### src/hdl/hoie_ram.sv
// Generic single-port-write, single-port-read RAM with registered read data.
`default_nettype none
module hoie_ram #(
  parameter int WIDTH = 8,
  parameter int DEPTH = 256
) (
  input  wire logic                     clk,
  input  wire logic                     we,
  input  wire logic [$clog2(DEPTH)-1:0] waddr,
  input  wire logic [WIDTH-1:0]         wdata,
  input  wire logic [$clog2(DEPTH)-1:0] raddr,
  output logic      [WIDTH-1:0]         rdata
);
  logic [WIDTH-1:0] mem [DEPTH];
  always_ff @(posedge clk) begin
    if (we) begin
      mem[waddr] <= wdata;
    end
    rdata <= mem[raddr];
  end
endmodule
`default_nettype wire

### config.mk
export PLATFORM = sky130hd
export DESIGN_NAME = hoie_ram
export DESIGN_NICKNAME = d
export VERILOG_FILES = /design/src/hdl/hoie_ram.sv
export SDC_FILE = /design/constraint.sdc
export NUM_CORES = 2
export LEC_CHECK = 0
export ABC_AREA = 1
export BUFFER_PORTS_ARGS = -buffer_cell sky130_fd_sc_hd__buf_2
export CAP_MARGIN = 0
export CELL_PAD_IN_SITES_DETAIL_PLACEMENT = 1
export CELL_PAD_IN_SITES_GLOBAL_PLACEMENT = 1
export CORE_UTILIZATION = 47
export DETAILED_ROUTE_END_ITERATION = 12
export PLACE_DENSITY_LB_ADDON = 0.1
export SLEW_MARGIN = 40
export SYNTH_ARGS = -nofsm -noshare
export SYNTH_HDL_FRONTEND = slang
export SYNTH_SLANG_ARGS = --single-unit
### constraint.sdc
create_clock -name clk -period 1.9 [get_ports clk]
set_input_delay 0.38 -clock clk [delete_from_list [all_inputs] [get_ports clk]]
set_output_delay 0.38 -clock clk [all_outputs]
set_load 0.005 [all_outputs]
==> impl_results.md <==
- TritonCTS clock tree: built
- EDFF count, synth: around 2000
- Max clock buf depth: 3
- Die area: 179000 sq um
- # IOs: 34
- CP Class: reg2reg
- Worst path slowest cell: edfxtp_1
- Seq/Total Area, Yosys: 73.9%
- Syn Nets: approximately 7000
- Final net count: 7574
- Initial Util: 47.4%
- Post-layout min period: 1.85 ns
- Crit path DAT: 2.59 ns
- Drt wl/cell: 26.4 microns
- Proportion of layout cells with a drive suffix above 1: between 10% and 20%
- Asr flop ratio synth: 0%
- First-pass GRT wire length: 393000 microns
- RSZ-0062 raised after global routing: false
- CP dominant cell by count: nand3_1
- PnR worst setup slack: about 0.053 ns
- Synthesis warning total: 0
- Antenna violations before repair: 8
- Fill cell count: roughly 18000
- Fin. max-slew vios: 0
- Outcome: finished, final reports clean
- Post-CTS setup buffer count: 0
- Port bufs: 33
- DR pass1 iterations: 6
- Htree depth: 4
- Final Hold Viols: 0
- Clock transition at path regs: 0.06 ns
- Count leader, synth: nand2_1
- Avg Cell Area, Syn: between 10 and 15 sq um
- Static leakage: between 30 and 40 nW
- Fmax: roughly 540 MHz
- Synth area leaders: edfxtp_1, nand3_1, nand2_1, buf_2, nor2_1
- Vias per inst: roughly 5.8
- Pin count of the biggest net entering global routing: 114
- P per Cell Area: 989 nW/um^2
- Critical Path Fanout Max: 1
- Hold Crit Class: in2reg
- Final setup vio count: 0
- Critical Path Max Stage Delay: 0.37 ns
- CTS sink cnt: 2056
- Worst slew pin tran: 0.685 ns
- Layout Utilization: between 50 and 60%
- DR iter-0 viols: 5929
- CP required: 2.65 ns
- Cell taking the most area after synthesis: edfxtp_1
- Synth Instances: between 7000 and 8000
- Post-synth top area share: 73.7%
- DRC: 0
- Fin cells: 10100
- Fin Setup TNS: 0 ns
- DP HPWL: 171000 microns
- Worst hold slack: 0.0556 ns
- Clk_lat worst skew: ~0.87 ns
- Most frequent cells after synthesis: nand2_1, edfxtp_1, nand3_1
- Placer's final routability congestion estimate: 0.896
- Die Span Y: 423 microns
- CP Capture Type: flop
- Pre-CTS setup slack: -0.887 ns
- CP cell instances: nand2_1, nand3_1, nand3_1, nand3_1, nand3_1, nand3_1, nand3_2, nand2_1, nand2_1, nand2_1
- Core area: 176000 sq um
- Total grt overflow: 0
- Number of global-route vias before repair: 59700
- # rows: 154
- Layout Area Growth over Synthesis: 18.8%
- Placed Cells: 9664
- WL final: ~270000 microns
- Clock skew: 0.0342 ns
- Relative slew slack: between 50% and 60%
- Die W: 423 microns
- Max-cap viol count: 0
- Synth Cell Area: 83400 sq um
- Period utilisation layout: 97.2%
- Synth cell types: 14
- Vias: around 58000
- Clock root cell: clkbuf_16
- Startpoint types: flop
- Primary FF master, synth: edfxtp_1
- Synth Register Bits: 2056
- Routed Antenna Nets: 0
- Maximum vdd drop: roughly 1.1 mV
- GRT Util Overall: 29.6%
- TritonCTS Buffers: 214
power by group:
part           total, mW  switching, mW  internal [mW]
clock network       40.9           17.7           23.3
logic               6.98           4.82           2.16
registers           50.1         0.0807           50.0
total               98.0           22.6           75.4
final cells by class:
type	instances	area, sq um	share of cell area (%)
sequential	2056	61700	62.3
multi-input combinational	4425	19200	19.4
timing repair buffer	812	8310	8.39
clock buffer	262	5670	5.73
tap	2340	2930	2.96
clock inverter	133	1070	1.08
inverter	39	180	0.182
antenna	1	2.50	0.00253
placed cells by master, fill, tap and decap left out:
master,instances
inv_8,2
clkinv_2,52
buf_12,173
buf_2,21
clkinv_8,1
edfxtp_1,2048
dfxtp_4,3
nand3_2,8
dfxtp_1,3
nand2_1,2110
nand3_1,2011
buf_8,11
nand2_2,13
diode_2,1
clkinv_1,54
inv_6,5
clkbuf_1,41
buf_6,1
nor2_1,283
clkbuf_16,220
inv_16,3
dlygate4sd3_1,8
inv_1,34
inv_4,1
inv_2,1
dfxtp_2,2
bufinv_16,16
buf_4,598
clkinvlp_4,3
clkbuf_8,1
metal layers:
metal | vias to the layer above | GRT usage [%] | wire [microns]
li1 | 26000 | - | -
met2 | 1794 | 48.2 | 128000
met5 | - | 0 | 13
met3 | 429 | 4.13 | 16000
met1 | 29700 | 40.4 | 112000
met4 | 2 | 11.0 | 9500
critical path, delay by kind of cell, from the launching register on:
family	cells	cell delay, ns
flops	1	0.37
simple gates	10	1.36
final timing paths:
kind / slack (ns) / to / cells after the start / startpoint
setup / recovery: 0.05 / rdata[7] / 10 / mem[173][7]
hold / removal: 0.06 / mem[239][5] / 2 / wdata[5]
setup reg to reg: 0.05 / rdata[7] / 10 / mem[173][7]
hold reg to reg: 0.99 / rdata[0] / 10 / mem[234][0]
cell families after synthesis:
family	Yosys count	share of synthesized area, %
and+or+nand+nor	4425	22.9
buffers and inverters	522	3.12
DFF	2056	73.9
repair_timing:
| item | CTS | global route |
|---|---|---|
| setup endpoints to repair | 6 | 4 |
| cloned | 0 | 0 |
| gates resized for setup | 10 | 6 |
| hold endpoints to repair | 182 | 0 |
| hold buffers | 8 | 0 |
registers in the layout (all words and copies together) (netlist names):
| register | count |
|---|---|
| mem | 2048 |
| rdata | 8 |
stage by stage:
| step | instance area [sq um] | total power, mW |
|---|---|---|
| floorplan | 83400 | 54.1 |
| global placement | 92200 | 57.8 |
| detailed placement | 92200 | 57.9 |
| CTS | 99000 | 98.4 |
| global route | 99000 | 101 |
| finish | 99000 | 98.0 |
Note: power is estimated with default switching activity, not from simulation.
